`src/kwm_pkg.sv`:
```
// Shared constants and types for the k-mer k-way merge unit.
package kwm_pkg;

    localparam int SOURCES_DEF   = 16;
    localparam int KEY_BASES_DEF = 21;

    localparam int SRC_W       = 4;
    localparam int SRC_REACH   = 16;
    localparam int KEY_FIELD_W = 42;
    localparam int POS_W       = 32;
    localparam int CFG_W       = 5;

    localparam logic [CFG_W-1:0] CFG_RESET = 5'd16;

    typedef enum logic [2:0] {
        S_IDLE,
        S_CHECK,
        S_SCAN,
        S_DRAIN,
        S_EMIT
    } t_state;

endpackage

```
`src/kwm_head_ram.sv`:
```
// Head record store: one write port, one read port with registered read data.
module kwm_head_ram #(
    parameter int DEPTH  = 16,
    parameter int ADDR_W = 4,
    parameter int DATA_W = 74
) (
    input  logic              i_clk,
    input  logic              i_we,
    input  logic [ADDR_W-1:0] i_waddr,
    input  logic [DATA_W-1:0] i_wdata,
    input  logic [ADDR_W-1:0] i_raddr,
    output logic [DATA_W-1:0] o_rdata
);

    logic [DATA_W-1:0] r_mem [DEPTH];
    logic [DATA_W-1:0] r_rdata;

    always_ff @(posedge i_clk) begin
        if (i_we) begin
            r_mem[i_waddr] <= i_wdata;
        end
        r_rdata <= r_mem[i_raddr];
    end

    assign o_rdata = r_rdata;

endmodule

```
`src/kmer_k_way_merge_unit.sv`:
```
// An input transaction is taken when idle; one with no result frees the port after the check state.
// Each emitted record passes through check, a serial scan reading the head of every source in use,
// drain and emit; emit waits while the output is stalled. The serial scan of the head memory sets the cost.
// A waiting result does not block the next input transaction; the next emission waits for it.
// Reset (synchronous, active low) clears all head-full and ended flags and sets sources_in_use
// to 16; the head memory itself is not cleared and needs no clearing pass.
module kmer_k_way_merge_unit #(
    parameter int SOURCES   = kwm_pkg::SOURCES_DEF,
    parameter int KEY_BASES = kwm_pkg::KEY_BASES_DEF
) (
    input  logic                           i_clk,
    input  logic                           i_rst_n,
    // input record channel
    input  logic                           i_valid,
    output logic                           o_stall,
    input  logic [kwm_pkg::SRC_W-1:0]       i_source,
    input  logic [kwm_pkg::KEY_FIELD_W-1:0] i_key,
    input  logic [kwm_pkg::POS_W-1:0]       i_position,
    input  logic                           i_has_record,
    input  logic                           i_last_of_source,
    // merged output channel
    output logic                           o_valid,
    input  logic                           i_stall,
    output logic [kwm_pkg::KEY_FIELD_W-1:0] o_out_key,
    output logic [kwm_pkg::POS_W-1:0]       o_out_position,
    output logic [kwm_pkg::SRC_W-1:0]       o_out_source,
    output logic                           o_merge_done,
    // configuration write channel
    input  logic                           i_cfg_valid,
    output logic                           o_cfg_ready,
    input  logic [kwm_pkg::CFG_W-1:0]       i_cfg_data
);

    localparam int IDX_W    = $clog2(SOURCES);
    localparam int LIVE_MAX = (SOURCES < kwm_pkg::SRC_REACH) ? SOURCES : kwm_pkg::SRC_REACH;
    localparam int KEY_W    = (2 * KEY_BASES < kwm_pkg::KEY_FIELD_W) ?
                              2 * KEY_BASES : kwm_pkg::KEY_FIELD_W;
    localparam int DATA_W   = KEY_W + kwm_pkg::POS_W;

    kwm_pkg::t_state r_state, n_state;

    logic [SOURCES-1:0]        r_full, n_full;
    logic [SOURCES-1:0]        r_ended, n_ended;
    logic [kwm_pkg::CFG_W-1:0] r_cfg, n_cfg;
    logic [IDX_W-1:0]          r_idx, n_idx;
    logic                      r_cmp_vld, n_cmp_vld;
    logic [IDX_W-1:0]          r_cmp_idx, n_cmp_idx;
    logic                      r_best_vld, n_best_vld;
    logic [KEY_W-1:0]          r_best_key, n_best_key;
    logic [kwm_pkg::POS_W-1:0] r_best_pos, n_best_pos;
    logic [IDX_W-1:0]          r_best_idx, n_best_idx;
    logic                      r_out_valid, n_out_valid;
    logic [KEY_W-1:0]          r_out_key, n_out_key;
    logic [kwm_pkg::POS_W-1:0] r_out_pos, n_out_pos;
    logic [IDX_W-1:0]          r_out_src, n_out_src;
    logic                      r_out_done, n_out_done;

    logic [kwm_pkg::CFG_W-1:0] w_live;
    logic [SOURCES-1:0]        w_in_use;
    logic [SOURCES-1:0]        w_best_mask;
    logic [SOURCES-1:0]        w_full_after;
    logic                      w_ready_all;
    logic                      w_any_full;
    logic                      w_done;
    logic                      w_in_accept;
    logic [IDX_W-1:0]          w_src_idx;
    logic                      w_src_take;
    logic                      w_emit_ok;
    logic                      w_we;
    logic [DATA_W-1:0]         w_rdata;
    logic [KEY_W-1:0]          w_rd_key;
    logic [kwm_pkg::POS_W-1:0] w_rd_pos;

    // Effective source count: zero acts as one, and the count saturates at min(SOURCES, reach).
    always_comb begin
        if (r_cfg == '0) begin
            w_live = kwm_pkg::CFG_W'(1);
        end else if (r_cfg > kwm_pkg::CFG_W'(LIVE_MAX)) begin
            w_live = kwm_pkg::CFG_W'(LIVE_MAX);
        end else begin
            w_live = r_cfg;
        end
    end

    always_comb begin
        for (int i = 0; i < SOURCES; i++) begin
            w_in_use[i] = (i < int'(w_live));
        end
    end

    assign w_best_mask  = SOURCES'(1) << r_best_idx;
    assign w_full_after = r_full & ~w_best_mask;
    assign w_ready_all  = &(r_full | r_ended | ~w_in_use);
    assign w_any_full   = |(r_full & w_in_use);
    assign w_done       = &((~w_full_after & r_ended) | ~w_in_use);

    assign o_stall     = (r_state != kwm_pkg::S_IDLE);
    assign o_cfg_ready = (r_state == kwm_pkg::S_IDLE);
    assign w_in_accept = i_valid && !o_stall;
    assign w_src_idx   = IDX_W'(i_source);
    assign w_src_take  = ({1'b0, i_source} < w_live) && !r_full[w_src_idx]
                         && !r_ended[w_src_idx];
    assign w_emit_ok   = !r_out_valid || !i_stall;
    assign w_we        = w_in_accept && w_src_take && i_has_record;

    kwm_head_ram #(
        .DEPTH  (SOURCES),
        .ADDR_W (IDX_W),
        .DATA_W (DATA_W)
    ) u_head_ram (
        .i_clk   (i_clk),
        .i_we    (w_we),
        .i_waddr (w_src_idx),
        .i_wdata ({i_key[KEY_W-1:0], i_position}),
        .i_raddr (r_idx),
        .o_rdata (w_rdata)
    );

    assign w_rd_key = w_rdata[DATA_W-1:kwm_pkg::POS_W];
    assign w_rd_pos = w_rdata[kwm_pkg::POS_W-1:0];

    always_comb begin
        n_state     = r_state;
        n_full      = r_full;
        n_ended     = r_ended;
        n_cfg       = r_cfg;
        n_idx       = r_idx;
        n_best_vld  = r_best_vld;
        n_best_key  = r_best_key;
        n_best_pos  = r_best_pos;
        n_best_idx  = r_best_idx;
        n_out_valid = r_out_valid;
        n_out_key   = r_out_key;
        n_out_pos   = r_out_pos;
        n_out_src   = r_out_src;
        n_out_done  = r_out_done;
        n_cmp_vld   = (r_state == kwm_pkg::S_SCAN);
        n_cmp_idx   = r_idx;

        if (i_cfg_valid && o_cfg_ready) begin
            n_cfg = i_cfg_data;
        end

        if (r_out_valid && !i_stall) begin
            n_out_valid = 1'b0;
        end

        // Read data of the previous scan cycle; strict compare keeps the lowest index on ties.
        if (r_cmp_vld && r_full[r_cmp_idx] && (!r_best_vld || w_rd_key < r_best_key)) begin
            n_best_vld = 1'b1;
            n_best_key = w_rd_key;
            n_best_pos = w_rd_pos;
            n_best_idx = r_cmp_idx;
        end

        unique case (r_state)
            kwm_pkg::S_IDLE: begin
                if (w_in_accept) begin
                    if (w_src_take) begin
                        if (i_has_record) begin
                            n_full[w_src_idx] = 1'b1;
                        end
                        if (i_last_of_source) begin
                            n_ended[w_src_idx] = 1'b1;
                        end
                    end
                    n_state = kwm_pkg::S_CHECK;
                end
            end
            kwm_pkg::S_CHECK: begin
                if (!w_ready_all) begin
                    n_state = kwm_pkg::S_IDLE;
                end else if (!w_any_full) begin
                    // Every source ended with nothing held: an empty merge.
                    n_ended = '0;
                    n_state = kwm_pkg::S_IDLE;
                end else begin
                    n_idx      = '0;
                    n_best_vld = 1'b0;
                    n_state    = kwm_pkg::S_SCAN;
                end
            end
            kwm_pkg::S_SCAN: begin
                if (r_idx == IDX_W'(w_live - kwm_pkg::CFG_W'(1))) begin
                    n_state = kwm_pkg::S_DRAIN;
                end else begin
                    n_idx = r_idx + IDX_W'(1);
                end
            end
            kwm_pkg::S_DRAIN: begin
                n_state = kwm_pkg::S_EMIT;
            end
            kwm_pkg::S_EMIT: begin
                if (w_emit_ok) begin
                    n_out_valid = 1'b1;
                    n_out_key   = r_best_key;
                    n_out_pos   = r_best_pos;
                    n_out_src   = r_best_idx;
                    n_out_done  = w_done;
                    n_full      = w_full_after;
                    if (w_done) begin
                        n_ended = '0;
                        n_state = kwm_pkg::S_IDLE;
                    end else if (r_ended[r_best_idx]) begin
                        n_state = kwm_pkg::S_CHECK;
                    end else begin
                        n_state = kwm_pkg::S_IDLE;
                    end
                end
            end
            default: begin
                n_state = kwm_pkg::S_IDLE;
            end
        endcase
    end

    always_ff @(posedge i_clk) begin
        if (!i_rst_n) begin
            r_state     <= kwm_pkg::S_IDLE;
            r_full      <= '0;
            r_ended     <= '0;
            r_cfg       <= kwm_pkg::CFG_RESET;
            r_cmp_vld   <= 1'b0;
            r_best_vld  <= 1'b0;
            r_out_valid <= 1'b0;
        end else begin
            r_state     <= n_state;
            r_full      <= n_full;
            r_ended     <= n_ended;
            r_cfg       <= n_cfg;
            r_cmp_vld   <= n_cmp_vld;
            r_best_vld  <= n_best_vld;
            r_out_valid <= n_out_valid;
        end
    end

    always_ff @(posedge i_clk) begin
        r_idx      <= n_idx;
        r_cmp_idx  <= n_cmp_idx;
        r_best_key <= n_best_key;
        r_best_pos <= n_best_pos;
        r_best_idx <= n_best_idx;
        r_out_key  <= n_out_key;
        r_out_pos  <= n_out_pos;
        r_out_src  <= n_out_src;
        r_out_done <= n_out_done;
    end

    assign o_valid        = r_out_valid;
    assign o_out_key      = kwm_pkg::KEY_FIELD_W'(r_out_key);
    assign o_out_position = r_out_pos;
    assign o_out_source   = kwm_pkg::SRC_W'(r_out_src);
    assign o_merge_done   = r_out_done;

endmodule
```
`config.mk`:
```
export PLATFORM = sky130hd
export DESIGN_NAME = kmer_k_way_merge_unit
export DESIGN_NICKNAME = d
export VERILOG_FILES = /design/src/kwm_pkg.sv /design/src/kwm_head_ram.sv /design/src/kmer_k_way_merge_unit.sv
export SDC_FILE = /design/constraint.sdc
export NUM_CORES = 1
export LEC_CHECK = 0
export BUFFER_PORTS_ARGS = -buffer_cell sky130_fd_sc_hd__buf_2
export CELL_PAD_IN_SITES_DETAIL_PLACEMENT = 1
export CELL_PAD_IN_SITES_GLOBAL_PLACEMENT = 2
export CORE_MARGIN = 5
export CORE_UTILIZATION = 39
export CTS_CLUSTER_DIAMETER = 60
export DETAILED_ROUTE_END_ITERATION = 7
export PLACE_DENSITY_LB_ADDON = 0.05
export SLEW_MARGIN = 20
export SYNTH_ARGS = -nofsm -noshare
export SYNTH_HDL_FRONTEND = slang
export SYNTH_SLANG_ARGS = --single-unit
export TNS_END_PERCENT = 1
```
`constraint.sdc`:
```
create_clock -name i_clk -period 15.5 [get_ports i_clk]
set_input_delay 3.1 -clock i_clk [delete_from_list [all_inputs] [get_ports i_clk]]
set_output_delay 3.1 -clock i_clk [all_outputs]
set_load 0.005 [all_outputs]
```
# Word level (Yosys, flattened, before mapping)
# Memory sizes are Yosys's and may differ from the RTL's. A register that Yosys moved wholly into a read port is not among the register bits.
# Index checks and enable logic that the tools add are counted.
# totals
register_bits	208
ram_bits	1184
inputBits	90
wordCells	148
memories	1
# memory_table
name	depth	width	rd	rd_ports_with_merged_regs	wr	line	rtl
u_head_ram.r_mem	16	74	1	1	1	kwm_head_ram.sv:15	logic [DATA_W-1:0] r_mem [DEPTH];
# op_classes
addsub	2
magnitude_cmp	23
eq_ne	16
n_shift	1
n_mux	46
n_bitwise	11
reduce_logical	32
# ops
operator	n
16-bit 2-to-1 mux	11
16-bit OR	5
16-bit AND	3
16-bit NOT	3
16-bit case mux with 3 select lines	1
42-bit less-than comparator	1
4-bit by 5-bit less-than comparator with 1-bit output (first input constant)	8
16-bit case mux with 2 select lines	1
16-bit AND reduction	2
3-bit by 5-bit less-than comparator with 1-bit output (first input constant)	4
1-bit binary-select mux with 4-bit select	4
1-bit 2-to-1 mux	16
2-bit inequality test (second input constant)	8
16-bit OR reduction	1
1-bit by 4-bit << shifter with 16-bit output (first input constant)	1
4-bit by 5-bit less-than comparator with 1-bit output (second input constant)	3
3-bit case mux with 5 select lines	1
4-bit 2-to-1 mux	3
1-bit logical AND	10
1-bit by 5-bit less-than comparator with 1-bit output (first input constant)	2
2-bit by 5-bit less-than comparator with 1-bit output (first input constant)	2
5-bit 2-to-1 mux	2
3-bit 2-to-1 mux	3
4-bit case mux with 2 select lines	1
other kinds (23)	35

# Longest topological paths before layout
# logic_depth
ltp_word	10
ltp_mapped	13
depth_no_buf	10

# By module
# Synthesis repeated with hierarchy kept, for this count alone.
# hier_totals
cells_unflattened	2629
area_unflattened_um2	55047.8
# modules_own_cells
module	instances	cells_per_inst	area_per_inst_um2
kwm_head_ram	1	1901	45762.6
kmer_k_way_merge_unit	1	728	9285.2

# Least setup slack after synthesis
# Ideal clock, no wire load.
# synth_path
kind	input port to flip-flop
start	in i_source[2] in the netlist's numbering
end	mem u_head_ram.r_mem[3][0] (enable)
setup_time_ns	0.692
arrival_ns	11.346
required_ns	14.808
path_slack_ns	3.462
stages	7
path_buffers	0
cell_sequence	ha_1 > a21o_1 > a21oi_1 > a2bb2oi_1 > and4_1 > nand4_2 > nor4_1
# synth_between
elab_chain_cells	9
elab_cells_between_ends	13
classes_between	order compare: 1; mux: 6; reduce/logical: 6
# synth_lines
item	line	rtl
start: declaration	kmer_k_way_merge_unit.sv:16	input logic [kwm_pkg::SRC_W-1:0] i_source,
1-bit binary-select mux with 4-bit select	kmer_k_way_merge_unit.sv:101	assign w_src_take = ({1'b0, i_source} < w_live) && !r_full[w_src_idx]
1-bit 2-to-1 mux (not written as such)	kmer_k_way_merge_unit.sv:101	
1-bit logical NOT	kmer_k_way_merge_unit.sv:101	
1-bit logical AND	kmer_k_way_merge_unit.sv:101	
1-bit logical AND	kmer_k_way_merge_unit.sv:102	&& !r_ended[w_src_idx];
1-bit logical AND (2 in series)	kmer_k_way_merge_unit.sv:104	assign w_we = w_in_accept && w_src_take && i_has_record;
1-bit 2-to-1 mux	kwm_head_ram.sv:19	if (i_we) begin
1-bit 2-to-1 mux (not written as such)	kwm_head_ram.sv:20	r_mem[i_waddr] <= i_wdata;
end: declaration	kwm_head_ram.sv:15	
# Parallel ways exist; a longest one is shown, timed or not. The select of a mux whose other input is x is not followed.

# Worst setup path in the final report
# layout_path
start	in i_source[0] in the netlist's numbering
end	mem u_head_ram.r_mem[8][38] (enable)
# Same word-level chain as after synthesis.

==> flow_metrics.tcl <==
set metrics [dict create \
    synth_seq_cells 1466 \
    drc_errors 0 \
    crit_type "primary input to flip-flop" \
    syn_area_per_cell_sq_um 18.6 \
    fin_skew_ns 0.0233 \
    holdCritStartpoint "u_head_ram.o_rdata[21]$_DFF_P_" \
    max_slew_margin_pct 25.1 \
    cts.clk_slew.worst_paths_ns 0.06 \
    num_vias 28700 \
    yosys-top-cells-area "edfxtp_1, mux4_2, dfxtp_1" \
    io_pins 172 \
    hold_viol 0 \
    portBuffers 171 \
    yosysWarnings 0 \
    syn_nets 3146 \
    finalWirelength_mm 147 \
    period_share_pct 43.4 \
    root_buffer "clkbuf_16" \
    hpwl_mm 82.9 \
    p_per_area_mw_per_mm2 129 \
    gr-total-overflow 0 \
    tightest_slew_ns 1.12 \
    synth_area_sq_mm 0.0559 \
    max-cap-violations 0 \
    crit_path_start "i_source[0]" \
    dpl_cell_area_sq_mm 0.0591 \
    leakage_uw 0.0219 \
    synth_edf_count 1345 \
    outcome "finished, final reports clean" \
    cp-start-kind "primary input" \
    htree_levels 4 \
    path_max_fanout 38 \
    fillers 13400 \
    fp.dieW_microns 389 \
    cts_tree "done" \
    timing.rr.start "r_cfg[2]$_SDFFE_PN0P_" \
    report.final.slew_viol_count 0 \
    grt_usage_pct 19.3 \
    rsz0062_at_grt "false" \
    ctsHoldBuffers 0 \
    synthArstFlopShare_pct 0 \
    core_sq_mm 0.143 \
    wl_per_cell_microns 27.9 \
    syn2layout_area_growth_pct 14.9 \
    place_congestion 0.793 \
    hp-class "flip-flop to flip-flop" \
    first_pass_iters 5 \
    worstPathArrival_ns 7.13 \
    die_height_microns 389 \
    setup_violations 0 \
    clk_path_buf_depth 3 \
    final_design_area_no_fill_sq_mm 0.0643 \
    worstPathRequired_ns 15.90 \
    reg2reg_depth 11 \
    grt_pass1_vias 31300 \
    grt_max_degree 152 \
    yosys.cell_types.count 83 \
    clock_latency_ns 0.78 \
    seq_area_frac_synth_pct 76.5 \
    drtIter0Drc 1927 \
    irDropWorstVdd_v 0.0000889 \
    postCtsResizedCells 0 \
    fin_nets 3378 \
    yosys_most_used_dff "edfxtp_1" \
    antenna_found_initial 16 \
    clock-sinks 1466 \
    row_count 139 \
    fmax_ghz 0.149 \
    start_util_pct 39.1 \
    synth_area_leader_cell "edfxtp_1" \
    ant_nets 0 \
    fin_tns_setup_ns 0 \
    synth_top_area_share_pct 72.2 \
    grt_pass1_wl_mm 216 \
    numCtsBuffers 165 \
    holdPathStages 0 \
    worstSetupEndpointType "flip-flop" \
    drive_gt1_share_pct 21.7 \
    vias_per_cell 5.42 \
    synthCells 3010 \
    fin_crit_ns 6.73 \
    post_cts_buffers 0 \
    dieArea_sq_mm 0.151 \
]
## cell usage after synthesis (9+ instances only)
| library cell | count |
|---|---|
| edfxtp_1 | 1345 |
| mux2i_1 | 226 |
| o21ai_0 | 172 |
| mux4_2 | 158 |
| dfxtp_1 | 121 |
| a21oi_1 | 107 |
| nand2_1 | 103 |
| clkbuf_1 | 94 |
| a22oi_1 | 78 |
| a221oi_1 | 76 |
| mux2_2 | 74 |
| inv_1 | 59 |
| nor2_1 | 54 |
| ha_1 | 46 |
| buf_1 | 33 |
| a21o_1 | 20 |
| buf_2 | 16 |
| nand2b_1 | 14 |
| a31oi_1 | 12 |
| nand3_1 | 12 |
| nor3_1 | 12 |
| nor2b_1 | 11 |
| o21a_1 | 11 |
| nor2_2 | 10 |
| and2_1 | 9 |
| nand4_1 | 9 |
## state kept, by name, indices dropped and copies added, names as in the netlist, 5 cells and up
register / flops
o_out_key: 42
o_out_position: 32
r_best_key: 42
r_best_pos: 32
r_cfg: 5
r_ended: 16
r_full: 16
u_head_ram.o_rdata: 74
u_head_ram.r_mem: 1184
## layer usage
| metal | up-vias | GRT usage (%) | routed length [microns] |
|---|---|---|---|
| met5 | - | 0 | 13 |
| met4 | 2 | 5.46 | 3520 |
| met3 | 222 | 3.45 | 6080 |
| met2 | 585 | 32.0 | 71800 |
| met1 | 15200 | 26.3 | 65800 |
| li1 | 12600 | - | - |
## layout make-up
class | count | area, sq um | area share (%)
Antenna cell | 3 | 7.51 | 0.0117
Clock buffer | 226 | 4500 | 7.00
Clock inverter | 78 | 687 | 1.07
Inverter | 59 | 229 | 0.356
Multi-Input combinational cell | 1330 | 12400 | 19.2
Sequential cell | 1466 | 42800 | 66.6
Tap cell | 1903 | 2380 | 3.70
Timing Repair Buffer | 220 | 1310 | 2.03
## critical path, stage by stage
cell	delay, ns
buf_2	0.31
and2_1	0.36
a2111oi_0	0.17
a211oi_1	0.29
and4_1	0.29
nand4_2	0.42
or2_1	0.51
or3_1	0.42
inv_4	0.54
buf_4	0.68
## placed cells by master (no fill, tap or decap), types with 11 or more instances in the layout
master     count
nand3_1       12
mux4_2       158
edfxtp_1    1345
a31oi_1       12
clkbuf_1      51
a21oi_1      107
inv_1         56
nand2_1      102
clkbuf_16    169
nor2_1        43
dfxtp_1      121
o21ai_0      172
a21o_1        20
nor2_4        11
nand2b_1      14
buf_2        171
a22oi_1       78
clkinv_1      25
buf_4         43
ha_1          46
clkinv_2      25
o21a_1        11
mux2i_1      226
mux2_2        74
a221oi_1      76
## final timing paths
kind	slack, ns	to
max reg2reg	10.46	u_head_ram.r_mem[8][38]$_DFFE_PP_
min reg2reg	0.40	r_best_pos[21]$_DFFE_PP_
max	8.77	u_head_ram.r_mem[8][38]$_DFFE_PP_
min	0.40	r_best_pos[21]$_DFFE_PP_
## where the power goes
part / internal (uW) / total [uW] / switching (uW)
sequential: 4330 / 4350 / 13.4
combinational: 70.0 / 231 / 161
clock: 2190 / 3740 / 1560
total: 6590 / 8320 / 1730
## metrics by stage
stage / util (%) / hold slack, ns / total power [uW] / std cells / worst slack (ns)
after floorplan: - / 0.346 / 4550 / 3010 / 3.46
after detailed placement: 41.3 / 0.390 / 4670 / 4977 / 7.87
after CTS: 44.9 / 0.404 / 8440 / 5281 / 8.73
final: 44.9 / 0.401 / 8320 / 5285 / 8.77
after global placement: 41.3 / 0.388 / 4660 / 4977 / 7.91
after global routing: 44.9 / 0.405 / 8640 / 5283 / 8.52
## logic make-up after synthesis
| logic type | count (synthesis) | share of synthesized area (%) |
|---|---|---|
| muxes | 458 | 11.9 |
| and+or+nand+nor | 283 | 2.59 |
| AOI/OAI and AO/OA | 533 | 6.20 |
| buffers and inverters | 214 | 1.59 |
| DFF | 1466 | 76.5 |
| adders and majority gates | 48 | 1.06 |
| xor gates and xnor gates | 8 | 0.125 |
No activity file was read; power rests on OpenSTA's default activity.
